**config.mk**
```make
export PLATFORM = sky130hd
export DESIGN_NAME = pulse_width_frame_encoder
export DESIGN_NICKNAME = d
export VERILOG_FILES = /design/src/rtl/pwfe_pkg.sv /design/src/rtl/pwfe_front.sv /design/src/rtl/pwfe_fifo.sv /design/src/rtl/pwfe_back.sv /design/src/rtl/pulse_width_frame_encoder.sv
export VERILOG_INCLUDE_DIRS = /design/src /design/src/rtl
export SDC_FILE = /design/constraint.sdc
export NUM_CORES = 1
export LEC_CHECK = 0
export ABC_AREA = 1
export BUFFER_PORTS_ARGS = -buffer_cell sky130_fd_sc_hd__buf_2
export CAP_MARGIN = 20
export CORE_ASPECT_RATIO = 1.75
export CORE_MARGIN = 10
export CORE_UTILIZATION = 40
export DETAILED_ROUTE_END_ITERATION = 8
export HOLD_SLACK_MARGIN = 0.15
export PLACE_DENSITY_LB_ADDON = 0.08
export SYNTH_ARGS = -nofsm -noshare
export SYNTH_HDL_FRONTEND = slang
export SYNTH_SLANG_ARGS = --single-unit
```
**constraint.sdc**
```tcl
create_clock -name clk -period 9.1 [get_ports clk]
set_input_delay 0.91 -clock clk [delete_from_list [all_inputs] [get_ports clk]]
set_output_delay 0.91 -clock clk [all_outputs]
set_load 0.01 [all_outputs]
```
**src/rtl/pulse_width_frame_encoder_assert.svh**
```systemverilog
// Assertion macros for the pulse-width frame encoder.
// Included by the top level; no other dependencies.
`ifndef PULSE_WIDTH_FRAME_ENCODER_ASSERT_SVH
`define PULSE_WIDTH_FRAME_ENCODER_ASSERT_SVH

`ifndef ASSERT_OFF
`define PWFE_ASSERT_IMPLY(label, clk, rst_n, ante, cons) \
    label: assert property (@(posedge clk) disable iff (!rst_n) (ante) |-> (cons)) \
        else $error("pwfe assertion failed");
`define PWFE_ASSERT_NEXT(label, clk, rst_n, ante, cons) \
    label: assert property (@(posedge clk) disable iff (!rst_n) (ante) |=> (cons)) \
        else $error("pwfe assertion failed");
`else
`define PWFE_ASSERT_IMPLY(label, clk, rst_n, ante, cons)
`define PWFE_ASSERT_NEXT(label, clk, rst_n, ante, cons)
`endif

`endif

```
**src/rtl/pwfe_pkg.sv**
```systemverilog
// Shared types, constants and helpers for the pulse-width frame encoder.
// No dependencies.
`timescale 1ns / 1ps

package pwfe_pkg;

    localparam int MAX_BITS    = 63;
    localparam int FIFO_DEPTH  = 2;

    localparam int BitCountW   = 6;
    localparam int ShortCodeW  = 4;
    localparam int MultCodeW   = 3;
    localparam int PayloadW    = 64;
    localparam int MinBitsW    = 6;
    localparam int CapacityW   = 10;
    localparam int CfgDataW    = 10;
    localparam int CfgIndexW   = 1;
    localparam int ShortW      = 10;
    localparam int HighW       = 13;
    localparam int LowW        = 15;
    localparam int IdxW        = $clog2(PayloadW);

    localparam logic [MinBitsW-1:0]  MIN_BITS_RESET = MinBitsW'(16);
    localparam logic [CapacityW-1:0] CAPACITY_RESET = CapacityW'(128);

    typedef enum logic [CfgIndexW-1:0] {
        REG_MIN_BITS = 1'b0,
        REG_CAPACITY = 1'b1
    } cfg_reg_t;

    typedef struct packed {
        logic [BitCountW-1:0]  bit_count;
        logic [ShortCodeW-1:0] short_code;
        logic [MultCodeW-1:0]  mult_code;
        logic [PayloadW-1:0]   payload;
    } in_t;

    typedef struct packed {
        logic            accepted;
        logic [HighW-1:0] high_len;
        logic [LowW-1:0]  low_len;
        logic            is_sync;
        logic            last;
    } out_t;

    typedef struct packed {
        logic                 accepted;
        logic [BitCountW-1:0] bit_count;
        logic [ShortW-1:0]    short_len;
        logic [HighW-1:0]     long_len;
        logic [LowW-1:0]      sync_low;
        logic [PayloadW-1:0]  payload;
    } cmd_t;

    typedef enum logic [1:0] {
        BK_IDLE,
        BK_REJECT,
        BK_BITS,
        BK_SYNC
    } back_state_t;

    function automatic logic [ShortW-1:0] short_of(input logic [ShortCodeW-1:0] code);
        logic [ShortW-1:0] base;
        base = ShortW'(150);
        return base + ShortW'(code) * ShortW'(50);
    endfunction

endpackage

```
**src/rtl/pwfe_front.sv**
```systemverilog
// Front end: input register, configuration registers, request check and
// duration setup. Depends on pwfe_pkg.
`timescale 1ns / 1ps

module pwfe_front #(
    parameter int MaxBits = pwfe_pkg::MAX_BITS
) (
    input  logic                               clk,
    input  logic                               rst_n,
    input  logic                               in_valid,
    output logic                               in_stall,
    input  pwfe_pkg::in_t                      in_data,
    input  logic                               cfg_we,
    input  logic [pwfe_pkg::CfgIndexW-1:0]     cfg_index,
    input  logic [pwfe_pkg::CfgDataW-1:0]      cfg_data,
    output logic                               push,
    output pwfe_pkg::cmd_t                     push_data,
    input  logic                               fifo_full
);
    import pwfe_pkg::*;

    logic                  stage_valid_reg;
    in_t                   stage_reg;
    logic [MinBitsW-1:0]   min_bits_reg;
    logic [CapacityW-1:0]  capacity_reg;
    logic [ShortW-1:0]     short_len;
    logic [HighW-1:0]      long_len;
    logic [CapacityW:0]    slices;
    logic                  reject;

    always_ff @(posedge clk or negedge rst_n)
    begin
        if (!rst_n)
        begin
            min_bits_reg <= MIN_BITS_RESET;
            capacity_reg <= CAPACITY_RESET;
        end
        else if (cfg_we)
        begin
            unique case (cfg_reg_t'(cfg_index))
                REG_MIN_BITS: min_bits_reg <= cfg_data[MinBitsW-1:0];
                REG_CAPACITY: capacity_reg <= cfg_data[CapacityW-1:0];
                default:      min_bits_reg <= min_bits_reg;
            endcase
        end
    end

    assign in_stall = stage_valid_reg && fifo_full;

    always_ff @(posedge clk or negedge rst_n)
    begin
        if (!rst_n)
        begin
            stage_valid_reg <= 1'b0;
        end
        else if (!in_stall)
        begin
            stage_valid_reg <= in_valid;
        end
    end

    always_ff @(posedge clk)
    begin
        if (!in_stall && in_valid)
        begin
            stage_reg <= in_data;
        end
    end

    // classify and set up durations
    always_comb
    begin
        short_len = short_of(stage_reg.short_code);
        long_len  = HighW'(short_len) * (HighW'(stage_reg.mult_code) + HighW'(2));
        slices    = {(CapacityW + 1 - BitCountW)'(0), stage_reg.bit_count} * (CapacityW + 1)'(2)
                    + (CapacityW + 1)'(2);
        reject    = (stage_reg.bit_count < min_bits_reg)
                    || (stage_reg.bit_count > BitCountW'(MaxBits))
                    || (slices > {1'b0, capacity_reg});

        push_data.accepted  = !reject;
        push_data.bit_count = stage_reg.bit_count;
        push_data.short_len = short_len;
        push_data.long_len  = long_len;
        push_data.sync_low  = (LowW'(short_len) << 5) - LowW'(short_len);
        push_data.payload   = stage_reg.payload;
    end

    assign push = stage_valid_reg && !fifo_full;

endmodule

```
**src/rtl/pwfe_fifo.sv**
```systemverilog
// Short command queue between front and back end.
// Depends on pwfe_pkg.
`timescale 1ns / 1ps

module pwfe_fifo (
    input  logic           clk,
    input  logic           rst_n,
    input  logic           push,
    input  pwfe_pkg::cmd_t push_data,
    output logic           full,
    input  logic           pop,
    output pwfe_pkg::cmd_t pop_data,
    output logic           empty
);
    import pwfe_pkg::*;

    localparam int PtrW = (FIFO_DEPTH > 1) ? $clog2(FIFO_DEPTH) : 1;
    localparam int CntW = $clog2(FIFO_DEPTH + 1);

    cmd_t            entry_reg [FIFO_DEPTH];
    logic [PtrW-1:0] wr_ptr_reg;
    logic [PtrW-1:0] rd_ptr_reg;
    logic [CntW-1:0] count_reg;

    assign full     = (count_reg == CntW'(FIFO_DEPTH));
    assign empty    = (count_reg == '0);
    assign pop_data = entry_reg[rd_ptr_reg];

    always_ff @(posedge clk)
    begin
        if (push)
        begin
            entry_reg[wr_ptr_reg] <= push_data;
        end
    end

    always_ff @(posedge clk or negedge rst_n)
    begin
        if (!rst_n)
        begin
            wr_ptr_reg <= '0;
            rd_ptr_reg <= '0;
            count_reg  <= '0;
        end
        else
        begin
            if (push)
            begin
                wr_ptr_reg <= (wr_ptr_reg == PtrW'(FIFO_DEPTH - 1)) ? '0 : wr_ptr_reg + 1'b1;
            end
            if (pop)
            begin
                rd_ptr_reg <= (rd_ptr_reg == PtrW'(FIFO_DEPTH - 1)) ? '0 : rd_ptr_reg + 1'b1;
            end
            if (push && !pop)
            begin
                count_reg <= count_reg + 1'b1;
            end
            else if (pop && !push)
            begin
                count_reg <= count_reg - 1'b1;
            end
        end
    end

endmodule

```
**src/rtl/pwfe_back.sv**
```systemverilog
// Back end: steps through one command, one pulse pair per cycle while the output
// is not stalled, into the output register. Depends on pwfe_pkg.
`timescale 1ns / 1ps

module pwfe_back #(
    parameter int MaxBits = pwfe_pkg::MAX_BITS
) (
    input  logic           clk,
    input  logic           rst_n,
    input  logic           fifo_empty,
    input  pwfe_pkg::cmd_t fifo_data,
    output logic           pop,
    output logic           out_valid,
    input  logic           out_stall,
    output pwfe_pkg::out_t pulse_pair
);
    import pwfe_pkg::*;

    localparam int CntW = $clog2(MaxBits + 1);

    back_state_t      state_reg, state_next;
    cmd_t             cmd_reg, cmd_next;
    logic [CntW-1:0]  bits_left_reg, bits_left_next;
    logic             out_valid_reg, out_valid_next;
    out_t             pulse_pair_reg, pulse_pair_next;
    logic             out_free;
    logic             cur_bit;

    assign out_free   = !out_valid_reg || !out_stall;
    assign cur_bit    = cmd_reg.payload[IdxW'(bits_left_reg - 1'b1)];
    assign out_valid  = out_valid_reg;
    assign pulse_pair = pulse_pair_reg;

    always_ff @(posedge clk or negedge rst_n)
    begin
        if (!rst_n)
        begin
            state_reg     <= BK_IDLE;
            bits_left_reg <= '0;
            out_valid_reg <= 1'b0;
        end
        else
        begin
            state_reg     <= state_next;
            bits_left_reg <= bits_left_next;
            out_valid_reg <= out_valid_next;
        end
    end

    always_ff @(posedge clk)
    begin
        cmd_reg        <= cmd_next;
        pulse_pair_reg <= pulse_pair_next;
    end

    always_comb
    begin
        state_next      = state_reg;
        cmd_next        = cmd_reg;
        bits_left_next  = bits_left_reg;
        out_valid_next  = out_valid_reg && out_stall;
        pulse_pair_next = pulse_pair_reg;
        pop             = 1'b0;

        unique case (state_reg)
            BK_IDLE:
            begin
                if (!fifo_empty)
                begin
                    pop            = 1'b1;
                    cmd_next       = fifo_data;
                    bits_left_next = CntW'(fifo_data.bit_count);
                    if (!fifo_data.accepted)
                    begin
                        state_next = BK_REJECT;
                    end
                    else if (fifo_data.bit_count == '0)
                    begin
                        state_next = BK_SYNC;
                    end
                    else
                    begin
                        state_next = BK_BITS;
                    end
                end
            end
            BK_REJECT:
            begin
                if (out_free)
                begin
                    out_valid_next           = 1'b1;
                    pulse_pair_next.accepted = 1'b0;
                    pulse_pair_next.high_len = '0;
                    pulse_pair_next.low_len  = '0;
                    pulse_pair_next.is_sync  = 1'b0;
                    pulse_pair_next.last     = 1'b1;
                    state_next               = BK_IDLE;
                end
            end
            BK_BITS:
            begin
                if (out_free)
                begin
                    out_valid_next           = 1'b1;
                    pulse_pair_next.accepted = 1'b1;
                    pulse_pair_next.is_sync  = 1'b0;
                    pulse_pair_next.last     = 1'b0;
                    if (cur_bit)
                    begin
                        pulse_pair_next.high_len = cmd_reg.long_len;
                        pulse_pair_next.low_len  = LowW'(cmd_reg.short_len);
                    end
                    else
                    begin
                        pulse_pair_next.high_len = HighW'(cmd_reg.short_len);
                        pulse_pair_next.low_len  = LowW'(cmd_reg.long_len);
                    end
                    bits_left_next = bits_left_reg - 1'b1;
                    if (bits_left_reg == CntW'(1))
                    begin
                        state_next = BK_SYNC;
                    end
                end
            end
            BK_SYNC:
            begin
                if (out_free)
                begin
                    out_valid_next           = 1'b1;
                    pulse_pair_next.accepted = 1'b1;
                    pulse_pair_next.high_len = HighW'(cmd_reg.short_len);
                    pulse_pair_next.low_len  = cmd_reg.sync_low;
                    pulse_pair_next.is_sync  = 1'b1;
                    pulse_pair_next.last     = 1'b1;
                    state_next               = BK_IDLE;
                end
            end
            default:
            begin
                state_next = BK_IDLE;
            end
        endcase
    end

endmodule

```
**src/rtl/pulse_width_frame_encoder.sv**
```systemverilog
// Top level of the pulse-width frame encoder: front end, command queue, back end.
// Depends on pwfe_pkg, pwfe_front, pwfe_fifo, pwfe_back and the assertion header.
//
// Usage:
//   Input channel (in_valid / in_stall / in_data) takes one frame request per
//   transaction. Output channel (out_valid / out_stall / pulse_pair) gives the
//   pulse pairs: one per payload bit, most significant first, then the sync
//   pair flagged last. A rejected request gives one result with accepted low.
//   Configuration (cfg_we / cfg_index / cfg_data) writes min_bits and
//   capacity_slices; write only while the block is idle.
// Path: after the accepting edge a request goes through the queue write, the
//   back-end load and the output register.
// Sequence: the back end loads a request, gives its n bit pairs, then one sync
//   pair; a rejected one is loaded and gives its one result. It loads the next
//   command only from idle; the front end and a two-entry queue run ahead.
// Reset: clears all control state and restores min_bits to 16 and
//   capacity_slices to 128.
// Stall: a stalled output holds its result; the back end waits, the queue
//   fills, and then in_stall rises.
`timescale 1ns / 1ps
`include "pulse_width_frame_encoder_assert.svh"

module pulse_width_frame_encoder #(
    parameter int MaxBits = pwfe_pkg::MAX_BITS
) (
    input  logic                           clk,
    input  logic                           rst_n,
    input  logic                           in_valid,
    output logic                           in_stall,
    input  pwfe_pkg::in_t                  in_data,
    output logic                           out_valid,
    input  logic                           out_stall,
    output pwfe_pkg::out_t                 pulse_pair,
    input  logic                           cfg_we,
    input  logic [pwfe_pkg::CfgIndexW-1:0] cfg_index,
    input  logic [pwfe_pkg::CfgDataW-1:0]  cfg_data
);
    import pwfe_pkg::*;

    logic push;
    logic pop;
    logic fifo_full;
    logic fifo_empty;
    cmd_t push_data;
    cmd_t pop_data;

    pwfe_front #(
        .MaxBits(MaxBits)
    ) u_front (
        .clk      (clk),
        .rst_n    (rst_n),
        .in_valid (in_valid),
        .in_stall (in_stall),
        .in_data  (in_data),
        .cfg_we   (cfg_we),
        .cfg_index(cfg_index),
        .cfg_data (cfg_data),
        .push     (push),
        .push_data(push_data),
        .fifo_full(fifo_full)
    );

    pwfe_fifo u_fifo (
        .clk      (clk),
        .rst_n    (rst_n),
        .push     (push),
        .push_data(push_data),
        .full     (fifo_full),
        .pop      (pop),
        .pop_data (pop_data),
        .empty    (fifo_empty)
    );

    pwfe_back #(
        .MaxBits(MaxBits)
    ) u_back (
        .clk       (clk),
        .rst_n     (rst_n),
        .fifo_empty(fifo_empty),
        .fifo_data (pop_data),
        .pop       (pop),
        .out_valid (out_valid),
        .out_stall (out_stall),
        .pulse_pair(pulse_pair)
    );

    `PWFE_ASSERT_IMPLY(a_no_push_full, clk, rst_n, push, !fifo_full)
    `PWFE_ASSERT_IMPLY(a_no_pop_empty, clk, rst_n, pop, !fifo_empty)
    `PWFE_ASSERT_IMPLY(a_reject_single, clk, rst_n, out_valid && !pulse_pair.accepted,
        pulse_pair.last && !pulse_pair.is_sync && pulse_pair.high_len == '0)
    `PWFE_ASSERT_IMPLY(a_sync_is_last, clk, rst_n, out_valid && pulse_pair.accepted,
        pulse_pair.is_sync == pulse_pair.last)

endmodule

```
==> impl_metrics.sql, run 1 <==
INSERT INTO impl_metrics (metric_group, metric, value, unit) VALUES
('placement', 'hpwlAfterDp', '27300', 'um'),
('synth', 'ys.warnings.count', '0', ''),
('power', 'power.switching', '3.19', 'mW'),
('cts', 'cts_setup_buffers', '0', ''),
('routing', 'ant_nets', '0', ''),
('grt', 'antenna_found_initial', '0', ''),
('die', 'floorplan.die.width', '183', 'um'),
('sta', 'final_setup_tns', '0', 'ns'),
('power', 'intPower', '5.21', 'mW'),
('synth', 'synth-seq-area-share', '71.2', '%'),
('cts', 'ctsResizeCount', '0', ''),
('synth', 'main_combinational_cell_family_by_area_after_synthesis', 'simple AND/OR/NAND/NOR gates', ''),
('synth', 'commonest_register_cell_after_synthesis', 'edfxtp_1', ''),
('layout', 'syn2layout_area_growth', '14.3', '%'),
('layout', 'largest_register_ff_count', '210', ''),
('layout', 'n_antenna_cell', '0', ''),
('cts', 'cts_buffers', '44', ''),
('sta', 'crit_path_time_final', '5.33', 'ns'),
('critical_path', 'critPathKind', 'flop to flop', ''),
('grt', 'grt_util_all_layers', '15.0', '%'),
('sta', 'worstMarginPinSlew', '1.06', 'ns'),
('power', 'vdd_drop_max', '0.203', 'mV'),
('power', 'p_leak', '8.69', 'nW'),
('synth', 'post_synthesis_mux_area_share', '0.284', '%'),
('synth', 'synth_edf_count', '414', ''),
('synth', 'yosys-top-cells-area', 'edfxtp_1 67%, nand2_1 9.6%, dfrtp_1 3.8%', ''),
('cts', 'path_clk_slew', '0.06', 'ns'),
('run', 'max_cap_viol_count', '0', ''),
('critical_path', 'critical_path.max_fanout', '14', ''),
('power', 'power-per-cell-area', '397', 'nW/um^2'),
('cts', 'cts.path.max_buffers', '3', ''),
('sta', 'final_setup_violation_count', '0', ''),
('synth', 'syn_inst', '1511', ''),
('outcome', 'status', 'finished, final reports clean', ''),
('critical_path', 'regToRegStartpoint', 'u_front.stage_reg[67]$_DFFE_PP_', ''),
('sta', 'worst_case_headroom_to_the_max_slew_limit', '29.2', '%'),
('power', 'sequentialPowerShare', '43.6', '%'),
('placement', 'placed_area', '19800', 'um^2'),
('synth', 'synth-compound-area-share', '3.51', '%'),
('synth', 'post_synth.cell_area_avg', '12.3', 'um^2'),
('critical_path', 'startpoint_type', 'flop', ''),
('sta', 'finClkSkew', '0.0153', 'ns'),
('critical_path', 'critical_path.startpoint', 'u_front.stage_reg[67]$_DFFE_PP_', ''),
('layout', 'proportion_of_layout_cells_with_a_drive_suffix_above_1', '13.3', '%'),
('synth', 'post-synth-top-area-fraction', '67.2', '%'),
('cts', 'cts_hold_buffers', '0', ''),
('sta', 'post-route-worst-setup-slack', '3.77', 'ns'),
('critical_path', 'end_kind', 'flop', ''),
('routing', 'detail_route.drc_violations', '0', ''),
('synth', 'synthAdderAreaFrac', '4.80', '%'),
('routing', 'route.vias.total', '11000', ''),
('grt', 'grt_max_degree', '88', ''),
('grt', 'grt_pass1_wl', '65600', 'um'),
('synth', 'synthXorXnorAreaFrac', '1.80', '%'),
('cts', 'tritoncts_num_sinks', '444', ''),
('hold_path', 'hold_path_class', 'input port to asynchronous set/reset pin', ''),
('die', 'core.rowCount', '104', ''),
('layout', 'final_common_cell', 'nand2_1', ''),
('die', 'starting_density_of_the_core', '40.3', '%'),
('placement', 'gp_congestion', '0.832', ''),
('placement', 'dp.cells', '2180', ''),
('routing', 'detail_route.wl_per_cell', '18.5', 'um'),
('die', 'die-height', '305', 'um'),
('cts', 'clockRootBuffer', 'clkbuf_16', ''),
('synth', 'postSynth.asyncResetShare', '6.76', '%'),
('die', 'design.portCount', '126', ''),
('sta', 'achievable-frequency', '187', 'MHz'),
('critical_path', 'worstPathRequired', '9.40', 'ns'),
('layout', 'cell_area_after_layout', '21200', 'um^2'),
('power', 'clock_power_share', '20.7', '%'),
('synth', 'synth_seq_cells', '444', '');
==> worst max-delay path: stages (launching register included) <==
cell	delay (ns)
edfxtp_1	0.68
inv_1	0.19
ha_1	0.46
ha_1	0.27
fa_1	0.54
nand3_1	0.13
xor2_1	0.24
inv_1	0.21
nor2_1	0.08
fa_1	0.49
inv_1	0.05
fa_1	0.52
inv_1	0.04
ha_1	0.28
inv_1	0.07
nor4_1	0.39
nand2_1	0.09
o211ai_1	0.10
a31oi_1	0.07
xnor2_1	0.16
==> synth_stat cells (7+ instances only) <==
cell,count
inv_1,113
o211ai_1,19
buf_1,10
clkbuf_1,25
xnor2_1,7
xor2_1,26
edfxtp_1,414
nand3_1,79
ha_1,47
dfrtp_1,28
o21ai_0,56
buf_2,11
fa_1,15
nor2_1,108
o21ai_1,7
inv_2,8
a21oi_1,22
nand2_1,472
==> worst paths after layout <==
path	to	slack (ns)	cells after the start
setup / recovery	u_fifo.entry_reg[1][91]$_DFFE_PP_	3.77	19
hold / removal	u_back.bits_left_reg[2]$_DFFE_PN0P_	0.41	1
setup reg to reg	u_fifo.entry_reg[1][91]$_DFFE_PP_	3.77	19
hold reg to reg	u_fifo.entry_reg[1][45]$_DFFE_PP_	0.44	0
max in group asynchronous	u_fifo.rd_ptr_reg$_DFFE_PN0P_	8.11	1
min in group clk	u_fifo.entry_reg[1][45]$_DFFE_PP_	0.44	0
==> routing by layer <==
metal	up-vias	global-route usage [%]	share of wire, %	wire (um)
met5	-	0	0	0
met4	0	6.04	3.5	1450
met3	72	2.53	3.7	1540
met2	218	27.3	52	21900
met1	5289	17.0	40	16900
li1	5394	-	-	-
==> metrics by stage <==
step	util (%)	hold WS, ns
floorplan	-	0.421
global placement	43.0	0.423
detailed placement	43.0	0.430
CTS	46.0	0.428
global route	46.1	0.459
finish	46.1	0.411
==> power by group through the flow <==
stage / combinational, mW / clock (mW) / sequential (mW)
floorplan: 2.10 / 0 / 3.72
global placement: 3.02 / 0 / 3.70
detailed placement: 3.07 / 0 / 3.71
CTS: 3.08 / 1.80 / 3.67
global route: 3.43 / 1.88 / 3.74
finish: 3.00 / 1.74 / 3.66
==> cells by family (layout without fill, tap and decap cells) <==
kind of cell | after synthesis | after routing
and+or+nand+nor | 677 | 677
DFF | 444 | 444
buffers and inverters | 172 | 338
AOI/OAI and AO/OA | 115 | 115
adders and majority gates | 62 | 62
xor gates and xnor gates | 35 | 35
muxes | 5 | 5
other | 1 | 2
==> layout make-up <==
type / count / area (um^2)
multi-input cells: 896 / 4680
clock inverters: 26 / 214
fillers: 4206 / 24800
clock buffers: 54 / 1160
repair buffers: 136 / 726
flip-flops and latches: 444 / 13200
well taps: 583 / 729
inverters: 122 / 460
No activity file was read; power rests on OpenSTA's default activity.
==> run 2, diff against run 1 <==
clock period = 4.49 ns   (was 9.1 ns; I/O delays follow)
==> run 2 against run 1 <==
Effect of this change: hold slack got worse by 0.24 ns; combinational power increased by 120%; routed wire length increased by 2.9%; critical path type unchanged; clock-buffer cell count decreased by 7; final cell count increased by 4.8%; core utilization increased by 2.8 points; sequential power increased by 100%; largest cell class unchanged.
==> impl_metrics.sql, run 2 (same netlist as run 1, synthesis figures left out) <==
INSERT INTO impl_metrics (metric_group, metric, value, unit) VALUES
('die', 'core.rowCount', '104', ''),
('sta', 'crit_path_time_final', '4.44', 'ns'),
('critical_path', 'critical_path.max_fanout', '4', ''),
('cts', 'tritoncts_num_sinks', '444', ''),
('sta', 'achievable-frequency', '225', 'MHz'),
('sta', 'final-max-slew-violation-count', '0', ''),
('grt', 'grt_pass1_wl', '67200', 'um'),
('cts', 'cts_buffers', '43', ''),
('die', 'floorplan.core_area', '45900', 'um^2'),
('routing', 'ant_nets', '0', ''),
('critical_path', 'critPathKind', 'flop to flop', ''),
('routing', 'routed_wl', '43100', 'um'),
('layout', 'finish.utilization', '48.8', '%'),
('layout', 'n_antenna_cell', '0', ''),
('sta', 'post-route-worst-setup-slack', '0.0528', 'ns'),
('grt', 'global_route.overflow_total', '0', ''),
('power', 'p_leak', '9.20', 'nW'),
('routing', 'drt_iter0_drc', '599', ''),
('die', 'design.portCount', '126', ''),
('cts', 'path_clk_slew', '0.06', 'ns'),
('cts', 'clock_tree_from_tritoncts', 'built', ''),
('layout', 'final_cell_mix', '468 x nand2_1, 414 x edfxtp_1, 123 x buf_2, 105 x inv_1, 102 x nor2_1', ''),
('critical_path', 'startpoint_type', 'flop', ''),
('routing', 'route.vias.total', '11400', ''),
('sta', 'hold_viol', '0', ''),
('layout', 'proportion_of_layout_cells_with_a_drive_suffix_above_1', '15.9', '%'),
('cts', 'clockRootBuffer', 'clkbuf_16', ''),
('placement', 'port_buffers', '123', ''),
('routing', 'detail_route.wl_per_cell', '18.2', 'um'),
('critical_path', 'worst-endpoint-arrival', '4.72', 'ns'),
('power', 'power-per-cell-area', '794', 'nW/um^2'),
('layout', 'syn2layout_area_growth', '21.2', '%'),
('hold_path', 'hold_path_class', 'input port to flop', ''),
('placement', 'hpwlAfterDp', '28300', 'um'),
('routing', 'viasPerCell', '4.81', ''),
('placement', 'gp_congestion', '0.815', ''),
('cts', 'cts.path.max_buffers', '3', ''),
('layout', 'largest_register_ff_count', '210', ''),
('layout', 'final_common_cell', 'nand2_1', ''),
('die', 'die_footprint', '55600', 'um^2'),
('routing', 'detail_route.drc_violations', '0', ''),
('cts', 'htree_levels', '2', ''),
('grt', 'antenna_found_initial', '0', ''),
('critical_path', 'worstPathRequired', '4.77', 'ns'),
('sta', 'finClkSkew', '0.0245', 'ns'),
('outcome', 'status', 'finished, final reports clean', ''),
('power', 'vdd_drop_max', '0.445', 'mV'),
('cts', 'clock_insertion_delay_worst_skew', '0.57', 'ns'),
('placement', 'place_worst_setup_slack', '-0.0537', 'ns'),
('grt', 'grt_util_all_layers', '15.4', '%'),
('sta', 'final_setup_violation_count', '0', ''),
('die', 'die-height', '305', 'um'),
('run', 'max_cap_viol_count', '0', ''),
('routing', 'firstDrtPassIters', '5', ''),
('sta', 'finalCritPeriodShare', '98.8', '%'),
('grt', 'grt_max_degree', '63', ''),
('grt', 'grt_pass1_vias', '11900', ''),
('die', 'starting_density_of_the_core', '40.3', '%'),
('sta', 'worstMarginPinSlew', '0.901', 'ns'),
('layout', 'nNetsFinal', '1906', ''),
('sta', 'worst_case_headroom_to_the_max_slew_limit', '39.9', '%'),
('die', 'floorplan.die.width', '183', 'um'),
('sta', 'grt_setup_unrepaired', 'yes', ''),
('critical_path', 'end_kind', 'flop', ''),
('sta', 'finalHoldWorstSlack', '0.174', 'ns');
[run 2: changes by cell type in the layout (fill, tap and decap cells not counted), sizes merged]
cell	previous run	this run
buf	136	160
clkbuf	54	47
bufinv	2	7
dlygate4sd3	0	84
inv	120	121
clkinv	26	25
clkinvlp	0	2
[run 2: layout make-up]
cell class / count / area (um^2)
fillers: 4086 / 23500
clock inverters: 33 / 388
flip-flops and latches: 444 / 13200
multi-input cells: 896 / 4820
inverters: 122 / 460
well taps: 583 / 729
clock buffers: 47 / 1090
repair buffers: 244 / 1750
[run 2: worst paths after layout]
check	slack (ns)	depth (start not counted)	to	startpoint
setup / recovery	0.05	23	u_fifo.entry_reg[0][91]$_DFFE_PP_	u_front.stage_reg[70]$_DFFE_PP_
setup reg to reg	0.05	23	u_fifo.entry_reg[0][91]$_DFFE_PP_	u_front.stage_reg[70]$_DFFE_PP_
hold / removal	0.17	3	u_front.min_bits_reg[4]$_DFFE_PN1P_	cfg_data[4]
min in group asynchronous	0.51	2	u_back.bits_left_reg[3]$_DFFE_PN0P_	rst_n
hold reg to reg	0.45	0	u_fifo.entry_reg[0][47]$_DFFE_PP_	u_front.push_data[47]$_DFFE_PP_
max in group asynchronous	3.43	2	u_fifo.rd_ptr_reg$_DFFE_PN0P_	rst_n
[run 2: repair_timing]
item                                    in CTS  in global routing
resized for setup                            5                 23
setup buffers                                1                  5
endpoints found under the setup margin       2                  6
hold buffers                                84                  0
pin swaps                                    1                 11
hold endpoints to repair                   111                  0
[run 2: report_power, final]
part           switching, mW  total [mW]  internal (mW)
Combinational           4.54        6.61           2.07
Sequential             0.572        7.44           6.87
Clock                   1.57        3.76           2.18
Total                   6.69        17.8           11.1
[run 2: worst max-delay path: stages, from the launching register on]
cell and delay, ns:
edfxtp_1 0.49, ha_1 0.26, ha_4 0.17, fa_2 0.59, nand2_1 0.06, inv_1 0.06, nand2_2 0.06, inv_2 0.05
nor2_2 0.04, nand2_2 0.07, nand2_2 0.06, inv_2 0.07, nor2_2 0.05, fa_1 0.54, inv_1 0.05, fa_1 0.49
inv_2 0.05, ha_4 0.27, inv_2 0.05, nor4_4 0.29, nand2_1 0.09, o211ai_1 0.09, a31oi_1 0.07, xnor2_1 0.15
[run 2: layer usage]
metal	track usage (%)	wire length, um	vias to the layer above
met2	29.3	23600	217
li1	-	-	5601
met5	0	0	-
met4	5.47	1320	0
met3	2.37	1630	70
met1	16.6	16600	5508
[run 2: stage by stage]
stage          setup TNS [ns]  cells  cell area [um^2]  total power, mW
2_1_floorplan          -0.125   1512             18500             11.7
3_3_place_gp                0   2199             19900             13.8
3_5_place_dp           -0.107   2199             19900             14.0
4_1_cts                     0   2364             22300             17.9
5_1_grt                -0.570   2369             22400             19.1
6_report                    0   2369             22400             17.8
